`config.mk`:
```
export PLATFORM = sky130hd
export DESIGN_NAME = mboh_outq
export DESIGN_NICKNAME = d
export VERILOG_FILES = /design/src/rtl/mboh_pkg.sv /design/src/rtl/mboh_outq.sv
export SDC_FILE = /design/constraint.sdc
export NUM_CORES = 1
export LEC_CHECK = 0
export ABC_AREA = 1
export BUFFER_PORTS_ARGS = -buffer_cell sky130_fd_sc_hd__buf_2
export CAP_MARGIN = 15
export CORE_MARGIN = 1
export CORE_UTILIZATION = 40
export DETAILED_ROUTE_END_ITERATION = 7
export PLACE_DENSITY = 0.7
export SETUP_SLACK_MARGIN = 0.15
export SYNTH_ARGS = -nofsm -noshare
export SYNTH_HDL_FRONTEND = slang
export SYNTH_SLANG_ARGS = --single-unit
```
`constraint.sdc`:
```
create_clock -name clk -period 7 [get_ports clk]
set_input_delay 1.4 -clock clk [delete_from_list [all_inputs] [get_ports clk]]
set_output_delay 1.4 -clock clk [all_outputs]
set_load 0.02 [all_outputs]
```
`src/rtl/mboh_pkg.sv`:
```
// shared types, constants and helpers for the masked bit occurrence histogram
package mboh_pkg;

  localparam int WORD_COUNT  = 128;
  localparam int COUNT_BITS  = 32;
  localparam int LANES       = 32;
  localparam int LANE_W      = 5;
  localparam int ROW_W       = (WORD_COUNT > 1) ? $clog2(WORD_COUNT) : 1;
  localparam int PIXEL_COUNT = WORD_COUNT * LANES;
  localparam int OUTQ_DEPTH  = 3;
  localparam int OUTQ_PTR_W  = 2;

  typedef enum logic [1:0] {
    REQ_MASK  = 2'd0,
    REQ_IMAGE = 2'd1,
    REQ_CLEAR = 2'd2,
    REQ_READ  = 2'd3
  } req_t;

  typedef logic [COUNT_BITS-1:0] count_t;

  typedef struct packed {
    logic [11:0] pixel_echo;
    logic [31:0] pixel_count;
  } result_t;

  // 7-bit word or row field to a memory row index
  function automatic logic [ROW_W-1:0] row_of(input logic [6:0] idx);
    logic [ROW_W+6:0] ext;
    ext = {{ROW_W{1'b0}}, idx};
    return ext[ROW_W-1:0];
  endfunction

  // counter value clamped to the 32-bit result field
  function automatic logic [31:0] clamp32(input count_t c);
    logic [COUNT_BITS+31:0] ext;
    ext = {32'd0, c};
    if (ext[COUNT_BITS+31:32] != '0) begin
      return 32'hFFFF_FFFF;
    end
    return ext[31:0];
  endfunction

endpackage

```
`src/rtl/mboh_outq.sv`:
```
// small result queue that decouples the update pipe from the output stream
module mboh_outq (
  input  logic                        clk,
  input  logic                        rst,
  input  logic                        push,
  input  mboh_pkg::result_t           push_data,
  output logic [mboh_pkg::OUTQ_PTR_W-1:0] count,
  output logic                        m_tvalid,
  input  logic                        m_tready,
  output logic [47:0]                 m_tdata
);

  localparam logic [mboh_pkg::OUTQ_PTR_W-1:0] LAST =
    mboh_pkg::OUTQ_PTR_W'(mboh_pkg::OUTQ_DEPTH - 1);

  mboh_pkg::result_t entry [mboh_pkg::OUTQ_DEPTH];
  logic [mboh_pkg::OUTQ_PTR_W-1:0] wr_ptr;
  logic [mboh_pkg::OUTQ_PTR_W-1:0] rd_ptr;
  logic pop;

  assign pop      = m_tvalid & m_tready;
  assign m_tvalid = (count != '0);
  // pixel_echo in the low bits, pixel_count above it
  assign m_tdata  = {4'd0, entry[rd_ptr].pixel_count, entry[rd_ptr].pixel_echo};

  always_ff @(posedge clk) begin
    if (push) begin
      entry[wr_ptr] <= push_data;
    end
  end

  always_ff @(posedge clk) begin
    if (rst) begin
      wr_ptr <= '0;
      rd_ptr <= '0;
      count  <= '0;
    end else begin
      if (push) begin
        wr_ptr <= (wr_ptr == LAST) ? '0 : wr_ptr + 1'b1;
      end
      if (pop) begin
        rd_ptr <= (rd_ptr == LAST) ? '0 : rd_ptr + 1'b1;
      end
      case ({push, pop})
        2'b10:   count <= count + 1'b1;
        2'b01:   count <= count - 1'b1;
        default: count <= count;
      endcase
    end
  end

endmodule
```
### Yosys cells after proc, flatten, opt, wreduce, memory -nomap -nowiden

Memories as Yosys holds them, arrays and structs flattened. A register that Yosys moved wholly into a read port is not among the register bits.
Index checks and enable logic that the tools add are counted.

* input bits: 48
* bits in writable memories: 132
* word-level logic and storage cells: 22
* memories: 1
* register bits after elaboration: 6

Memories
* entry: words 3, bits a word 44, read ports 1, clocked after memory_dff 1, wr ports 1, RTL line mboh_outq.sv:16 `mboh_pkg::result_t entry [mboh_pkg::OUTQ_DEPTH];`

* bitwise gates (word level): 1
* mux-type cells: 7
* reduce and logical (&&, ||, !) cells: 2
* add/sub/neg operators: 4
* equality and inequality tests: 4

Operator list (number)
* $mux 2: 4
* $add 2x1->2 const B: 3
* $eq 2x2->1 const B: 3
* $pmux 2 s2: 1
* $reduce_bool 2->1: 2
* $eq 2x1->1 const B: 1
* $mux 1: 2
* $sub 2x1->2 const B: 1
* $and 1x1->1: 1

### Longest topological paths before layout

Gate-level depths: netlist of run 1.

* word-level depth: 4
* gate-level depth with buffers: 10
* gate-level depth less buffers: 10

### Least setup slack after synthesis of run 1

OpenSTA, ideal clock, no wires.

* path type: input to register
* start point: in push
* end point: mem entry[2][0] (netlist name), enable pin
* required time: 6.500 ns
* cell stages on the path: 2
* arrival: 4.502 ns
* path slack: 1.998 ns
* path through: inv_1 > nor3_1

* longest elaborated chain between the ends: 2

Ends and longest elaborated chain
* from (decl): RTL line mboh_outq.sv:5 `input logic push,`
* $mux 1: RTL line mboh_outq.sv:27 `if (push) begin`
* $mux 1 (not written as such): RTL line mboh_outq.sv:28 `entry[wr_ptr] <= push_data;`
* to (decl): RTL line mboh_outq.sv:16

No other way between the ends.

==> results of run 1 <==
==> logic make-up after synthesis <==
logic type | synth area share (%)
flops | 78.3
simple gates | 7.96
compound gates | 8.93
buf+inv | 4.51
fa+ha+maj | 0.237
other cells | 0.0712
==> worst max path at each step <==
stage	end	depth (start not counted)	slack, ps
2_1_floorplan	entry[2][0]$_DFFE_PP_	2	2000
3_3_place_gp	m_tdata[5]	4	3580
3_5_place_dp	m_tdata[43]	4	3520
4_1_cts	m_tdata[14]	4	3070
5_1_grt	m_tdata[14]	4	2900
6_report	m_tdata[14]	4	3110
==> per-layer routing <==
metal	track usage (%)	up-vias	wire, um
met4	7.59	0	154
met1	19.1	1588	4480
met5	0	-	0
met2	26.9	93	5200
met3	5.66	13	546
li1	-	1554	-
==> area by class of cell <==
cell class,count,area (um2)
Fill cell,1158,6400
Sequential cell,140,4130
Multi-Input combinational cell,209,922
Timing Repair Buffer,95,478
Clock buffer,19,433
Tap cell,172,215
Clock inverter,13,82.6
Inverter,14,60.1
==> sequential cells by signal, indices dropped and copies added (netlist names), named ones only <==
name    flops
entry     132
count       2
rd_ptr      2
wr_ptr      2
==> tightest hold or removal path, stage by stage, from the launching register on <==
cell	delay, ps
dfxtp_1	310
nand2_1	70
a21oi_1	60
==> Yosys cell counts, drive strengths merged <==
cell,instances
dfxtp,8
o21ai,3
ha,1
nand3,2
edfxtp,132
inv,13
nand2,52
nand4,1
conb,1
nor3,1
a21oi,91
clkinv,1
buf,22
nor2,54
==> through the flow <==
stage | worst slack, ps | util (%) | area, um2 | hold WS, ps | std cells
after global routing | 2900 | 49.7 | 6320 | 514 | 662
after floorplan | 2000 | - | 5280 | 438 | 385
after global placement | 3580 | 45.6 | 5800 | 449 | 630
final | 3110 | 49.7 | 6320 | 475 | 662
after detailed placement | 3520 | 45.6 | 5800 | 469 | 630
after CTS | 3070 | 49.7 | 6320 | 478 | 662
==> where the power goes <==
group          switching (mW)  internal, mW  total, mW
Combinational           0.215         0.102      0.317
Sequential             0.0373         0.961      0.999
Clock                   0.307         0.475      0.782
Total                   0.560          1.54       2.10
==> metrics, run 1 <==
hold_buf cts=0; n_diodes=0; Nets=526; DR vias/cell=4.91; worst-margin pin slew=1050 ps; MaxCap Viol Count=0; outcome=finished, final reports clean; hold path startpoint=wr_ptr[1]$_SDFFE_PP0P_; critical-path cell list=clkinv_4, nand2_1, a21oi_1, buf_2; Area contributors post-synth=edfxtp_1, a21oi_1, nor2_1; setup TNS=0 ps; fin. max-slew vios=0; CTS H-tree depth=4; Root Driver=clkbuf_16; area grow syn2layout=19.9%; hold path depth=2; Power Density=332 nW/um2; Via Count=3,248; Mean Syn Cell Area=13.8 um2; Buf/Inv on CP=2; TritonCTS clock tree=yes; Synth top area share=75.2%; layout cell share with drive strength beyond 1=26.1%; die width=117 um; RSZ-0062 raised after global routing=false; DRT Wirelength=10.4 mm; CP delay by family, top=flip-flops; pin count of the biggest net entering global routing=46; r2r endpoint=entry[0][2]$_DFFE_PP_; worst hold endpoint=wr_ptr[1]$_SDFFE_PP0P_; die height=117 um; r2r startpoint=wr_ptr[1]$_SDFFE_PP0P_; Post-Synthesis Cells=382; initial core utilization=41.4%; Leak=2.41 nW; vias in the first global route=3,250; CTS max path bufs=2; most frequent cells in the layout=edfxtp_1, buf_2, a21oi_1; top cell type by total area after synthesis=edfxtp_1; initial antenna violation count=1; crit path launch type=flip-flop; Crit Path Category=flip-flop to output pin; Final Cycle Share=55.5%; DPL Wire Length=5.80 mm; Netlist cell types=18; Num CTS Buffers=17; warnings from Yosys=0; 1st-iter DRT viols=250; CP max FO=45; clk slew on worst S/H paths=50 ps; floorplan core area=12,700 um2; total grt overflow=0; Peak supply drop=0.156 mV; Site Rows=41; FF-to-FF setup slack=5290 ps; WL per Instance=15.7 um; HP Class=flip-flop to flip-flop; first-pass GRT wire length=15.9 mm; final setup vio count=0; number of port buffers=94; worst skew pair latency=410 ps; drt pass-1 iters=4; Crit. End Element=output pin; Post-DRT Antenna Nets=0; flop and latch count out of synthesis=140; # clock sinks=140; Final GP Congestion=0.692; clock skew=7.15 ps; Slew Limit Headroom=29.9%; worst path required time=5600 ps; Crit path largest cell delay=980 ps; final hold vios=0; Max Clk Rate=257 MHz; Reg2Reg Depth=3; synthesized area=5270 um2; DRC=0; gr usage total=16.3%; most common cell after layout, fill and taps aside=edfxtp_1; Seq/Total Area, Yosys=78.3%; CP max-delay cell=dfxtp_2; Total Power=2.10 mW; Period minus WS final=3890 ps; die area=13,600 um2; CP arrival=2490 ps; postcts setup bufs=0; I/O pins=99; PostCTS Resize Cnt=0
Power figures use the tool's default switching activity.
==> run 2: changes to the inputs <==
--- a/config.mk
+++ b/config.mk
@@ -5,7 +5,7 @@
 export SDC_FILE = /design/constraint.sdc
 export NUM_CORES = 1
 export LEC_CHECK = 0
-export ABC_AREA = 1
+export ABC_AREA = 0
 export BUFFER_PORTS_ARGS = -buffer_cell sky130_fd_sc_hd__buf_2
 export CAP_MARGIN = 15
 export CORE_MARGIN = 1
==> constraint.sdc (replaced) <==
create_clock -name clk -period 4 [get_ports clk]
set_input_delay 0.8 -clock clk [delete_from_list [all_inputs] [get_ports clk]]
set_output_delay 0.8 -clock clk [all_outputs]
set_load 0.02 [all_outputs]
==> run 2 against run 1 <==
Synthesized cell count is 17% lower. Critical path depth stayed put. Count of clock-buffer cells in the layout is 1 lower. Flip-flop and latch count stayed put. Critical path type unchanged. Combinational power is 110% higher. Final cell count is 8.5% lower.
==> metrics, run 2 <==
floorplan core area=12,700 um2; CP max FO=23; DR vias/cell=4.72; 1st-iter DRT viols=179; Post-synth EDFFs=132; CTS H-tree depth=4; flop and latch count out of synthesis=140; final hold vios=0; most common cell in the synthesized netlist=edfxtp_1; gr usage total=14.5%; n_diodes=0; Final Cycle Share=72.5%; DRC=0; Synth top area share=76.1%; Netlist cell types=23; Sw Share=25.0%; PostCTS Resize Cnt=0; MaxCap Viol Count=0; die height=116 um; initial core utilization=41.1%; synthesized area=5210 um2; Nets=470; Power Density=632 nW/um2; Flop pwr share=42.5%; WL per Instance=15.2 um; top cell type by total area after synthesis=edfxtp_1; Mean Syn Cell Area=16.4 um2; Fill cells=1,077; Final GP Congestion=0.688; Area contributors post-synth=edfxtp_1, mux2i_1, o21ai_0; max FFs per register=132; clk slew on worst S/H paths=60 ps; top_reg_cell synth=edfxtp_1; Post-Synthesis Cells=317; Slew Limit Headroom=32.6%; Crit path largest cell delay=810 ps; Leak=2.28 nW; vias in the first global route=2,821; Layout Utilization=51.6%; DPL Wire Length=5.72 mm; area grow syn2layout=25.5%; number of port buffers=94; worst path required time=3200 ps; final setup vio count=0; Switch Pwr=1.03 mW; CP arrival=2100 ps; die width=116 um; pin count of the biggest net entering global routing=41; fin. max-slew vios=0; Root Driver=clkbuf_16; CP max-delay cell=dfxtp_2; TritonCTS clock tree=yes; Clock Power Share=41.5%; hold_buf cts=0; CTS max path bufs=2; most frequent cells in the layout=edfxtp_1, buf_2, nand2_1; die area=13,500 um2; setup TNS=0 ps; warnings from Yosys=0; worst skew pair latency=410 ps; worst-margin pin slew=1010 ps; crit path launch type=flip-flop; Async SR Flop Fraction=0%; DRT Wirelength=9.20 mm; critical-path cell list=buf_12, mux2i_1, o21ai_0, buf_2; Site Rows=41; Period minus WS final=2900 ps; Crit Path Category=flip-flop to output pin; Int Pwr=3.10 mW; I/O pins=99; HP Class=flip-flop to flip-flop; initial antenna violation count=0; Max Clk Rate=345 MHz; clock skew=4.82 ps; outcome=finished, final reports clean; drt pass-1 iters=4; # clock sinks=140; combinational power share=16.0%; Peak supply drop=0.559 mV; most common cell after layout, fill and taps aside=edfxtp_1; Crit. End Element=output pin; layout cell share with drive strength beyond 1=30.9%; Num CTS Buffers=17; total grt overflow=0; Reg with most FFs=entry; Synth top cells by count=edfxtp_1, nand2_1, o21ai_0; Via Count=2,862; postcts setup bufs=0; first-pass GRT wire length=14.0 mm; RSZ-0062 raised after global routing=false; Post-DRT Antenna Nets=0; Seq/Total Area, Yosys=79.1%
[run 2: logic make-up after synthesis]
logic type / Yosys count / synth area share (%)
buffers and inverters: 21 / 2.26
xor gates and xnor gates: 2 / 0.336
AOI/OAI and AO/OA: 51 / 4.99
adders and majority gates: 1 / 0.240
DFF: 140 / 79.1
and+or+nand+nor: 57 / 4.51
muxes: 44 / 8.45
other: 1 / 0.0720
[run 2: metrics by stage]
step / power (mW) / hold WS (ps) / setup slack (ps) / instance area (um2) / instances
after floorplan: 2.22 / 446 / 850 / 5230 / 320
after global placement: 2.44 / 466 / 1450 / 5890 / 574
after detailed placement: 2.46 / 494 / 1450 / 5890 / 574
after CTS: 4.17 / 504 / 1070 / 6540 / 606
after global routing: 4.29 / 540 / 976 / 6540 / 606
final: 4.13 / 498 / 1100 / 6540 / 606
[run 2: path summary, 6_finish.rpt]
path	start	endpoint	slack (ps)	depth (start not counted)
setup reg to reg	wr_ptr[1]$_SDFFE_PP0P_	entry[2][40]$_DFFE_PP_	2000	3
hold / removal	rd_ptr[1]$_SDFFE_PP0N_	flip-flop	500	2
hold reg to reg	rd_ptr[1]$_SDFFE_PP0N_	flip-flop	500	2
setup / recovery	flip-flop	m_tdata[42]	1100	4
[run 2: worst max-delay path: cells and delay by family, from the launching register on]
kind / cells / cell delay (ps)
AOI/OAI and AO/OA: 1 / 240
DFF: 1 / 810
muxes: 1 / 100
buffers and inverters: 2 / 520
[run 2: power groups by stage]
stage	clock (mW)	combinational, mW	sequential, mW
after floorplan	0	0.472	1.75
after global placement	0	0.660	1.78
after detailed placement	0	0.671	1.79
after CTS	1.74	0.673	1.76
after global routing	1.80	0.725	1.76
final	1.71	0.663	1.76
[run 2: per-layer routing]
layer  up-vias  share of wire (%)  track usage, %
met5         -                  0               0
met4         0                1.4            5.98
met3        13                4.9            5.24
met1      1388                 43            16.4
met2        74                 50            24.7
li1       1387                  -               -
[run 2: area by class of cell]
class	instances	area (um2)	share of cell area (%)
Clock buffer	18	429	6.56
Clock inverter	14	224	3.43
Inverter	2	7.51	0.115
Multi-Input combinational cell	159	1000	15.3
Sequential cell	140	4130	63.1
Tap cell	172	215	3.29
Timing Repair Buffer	101	536	8.19
==> run 3: changes to the inputs <==
--- a/config.mk
+++ b/config.mk
@@ -11,7 +11,7 @@
 export CORE_MARGIN = 1
 export CORE_UTILIZATION = 40
 export DETAILED_ROUTE_END_ITERATION = 7
-export PLACE_DENSITY = 0.7
+export PLACE_DENSITY = 0.72
 export SETUP_SLACK_MARGIN = 0.15
 export SYNTH_ARGS = -nofsm -noshare
 export SYNTH_HDL_FRONTEND = slang
==> constraint.sdc (replaced) <==
create_clock -name clk -period 2.6 [get_ports clk]
set_input_delay 0.52 -clock clk [delete_from_list [all_inputs] [get_ports clk]]
set_output_delay 0.52 -clock clk [all_outputs]
set_load 0.02 [all_outputs]
==> run 3 against run 2 <==
Critical path depth unchanged. Combinational power up 57%. Core utilization down 0.58 points. Sequential share of layout area up 0.76 points. First-iteration DRC count down 40%. Clock power up 27%. Largest cell class unchanged.
==> metrics, run 3 (synthesized netlist as in run 2, its figures left out) <==
1st-iter DRT viols=108; Total Power=5.89 mW; postcts setup bufs=0; Peak supply drop=0.418 mV; initial antenna violation count=0; drt pass-1 iters=4; die area=13,500 um2; placed inst area=5910 um2; fin. max-slew vios=0; worst skew pair latency=410 ps; CP delay by family, top=buffers and inverters; Max Clk Rate=439 MHz; number of port buffers=94; most frequent cells in the layout=edfxtp_1, buf_2, nand2_1; CP arrival=1760 ps; die width=116 um; met3 wire length=533 um; total grt overflow=0; hold_buf cts=0; n_diodes=0; Final GP Congestion=0.699; CTS H-tree depth=4; hold path depth=1; HP Class=input port to flip-flop; Met1 Routed Length=3.65 mm; DR vias/cell=4.66; worst hold endpoint=entry[2][21]$_DFFE_PP_; DPL Wire Length=5.41 mm; Site Rows=41; r2r startpoint=count[0]$_SDFFE_PP0P_; final hold vios=0; crit path launch type=flip-flop; CTS max path bufs=2; vias in the first global route=2,689; WL per Instance=14.5 um; Buf/Inv on CP=2; fin area=6460 um2; Period minus WS final=2280 ps; max FFs per register=132; Final Cycle Share=87.7%; floorplan core area=12,700 um2; outcome=finished, final reports clean; # clock sinks=140; Crit path largest cell delay=500 ps; Fill cells=1,095; worst path required time=2080 ps; Crit Path Category=flip-flop to output pin; Power Density=911 nW/um2; Nets=472; FF-to-FF setup slack=1000 ps; Via Count=2,831; layout cell share with drive strength beyond 1=32.1%; TritonCTS clock tree=yes; MaxCap Viol Count=0; CP max FO=15; clk slew on worst S/H paths=60 ps; Root Driver=clkbuf_16; Reg2Reg Depth=5; top layer in use=met4; r2r endpoint=count[1]$_SDFFE_PP0P_; setup TNS=0 ps; final setup vio count=0; hold path startpoint=push_data[21]; Reg with most FFs=entry; critical-path cell list=buf_4, mux2i_1, o21ai_0, buf_2; initial core utilization=41.1%; pin count of the biggest net entering global routing=47; area grow syn2layout=24.1%; Post-DRT Antenna Nets=0; DRC=0; Num CTS Buffers=17; met2 routed WL=4.46 mm; clock skew=6.29 ps; DRT Wirelength=8.81 mm; first-pass GRT wire length=13.3 mm; die height=116 um; most common cell after layout, fill and taps aside=edfxtp_1; RSZ-0062 raised after global routing=false; Crit. End Element=output pin; CP max-delay cell=dfxtp_4; I/O pins=99; Leak=2.25 nW; gr usage total=14.0%
## run 3: cell count changes in the layout (fill, tap and decap cells not counted), moves of 3 or more
cell        previous run  this run
clkinv_2               0         6
clkinv_1               5         0
bufinv_16              6         1
clkinvlp_4             1         4
## run 3: worst max-delay path by stage
stage | cells past startpoint | slack, ps | startpoint | endpoint
2_1_floorplan | 2 | 470 | push | entry[0][0]$_DFFE_PP_
3_3_place_gp | 4 | 630 | flip-flop | m_tdata[2]
3_5_place_dp | 4 | 590 | flip-flop | m_tdata[43]
4_1_cts | 4 | 260 | flip-flop | m_tdata[43]
5_1_grt | 4 | 190 | flip-flop | m_tdata[41]
6_report | 4 | 320 | flip-flop | m_tdata[41]
## run 3: through the flow
stage	util (%)	std cells	hold WS, ps	worst slack [ps]
after global routing	51.0	608	282	188
after floorplan	-	320	446	471
final	51.0	608	303	321
after global placement	46.7	576	457	633
after CTS	51.0	608	281	261
after detailed placement	46.7	576	474	593
## run 3: cell type report
cell class	count	area, um2	share of cell area (%)
clock inverters	12	98.8	1.53
repair buffers	103	567	8.77
clock buffers	20	447	6.91
multi-input cells	159	1000	15.5
flip-flops and latches	140	4130	63.9
well taps	172	215	3.33
inverters	2	7.51	0.116
## run 3: layer usage
metal / vias up / global-route usage, %
li1: 1394 / -
met1: 1345 / 15.8
met2: 77 / 23.3
met3: 15 / 6.07
met4: 0 / 6.15
met5: - / 0
## run 3: what timing repair did
| action | in CTS | in global routing |
|---|---|---|
| setup endpoints to repair | 3 | 1 |
| gates cloned | 0 | 0 |
| resized for setup | 1 | 1 |
## run 3: power by group
part | internal [mW] | total, mW | switching (mW)
clock | 1.33 | 2.18 | 0.850
combinational | 0.393 | 1.04 | 0.645
sequential | 2.60 | 2.67 | 0.0750
total | 4.32 | 5.89 | 1.57
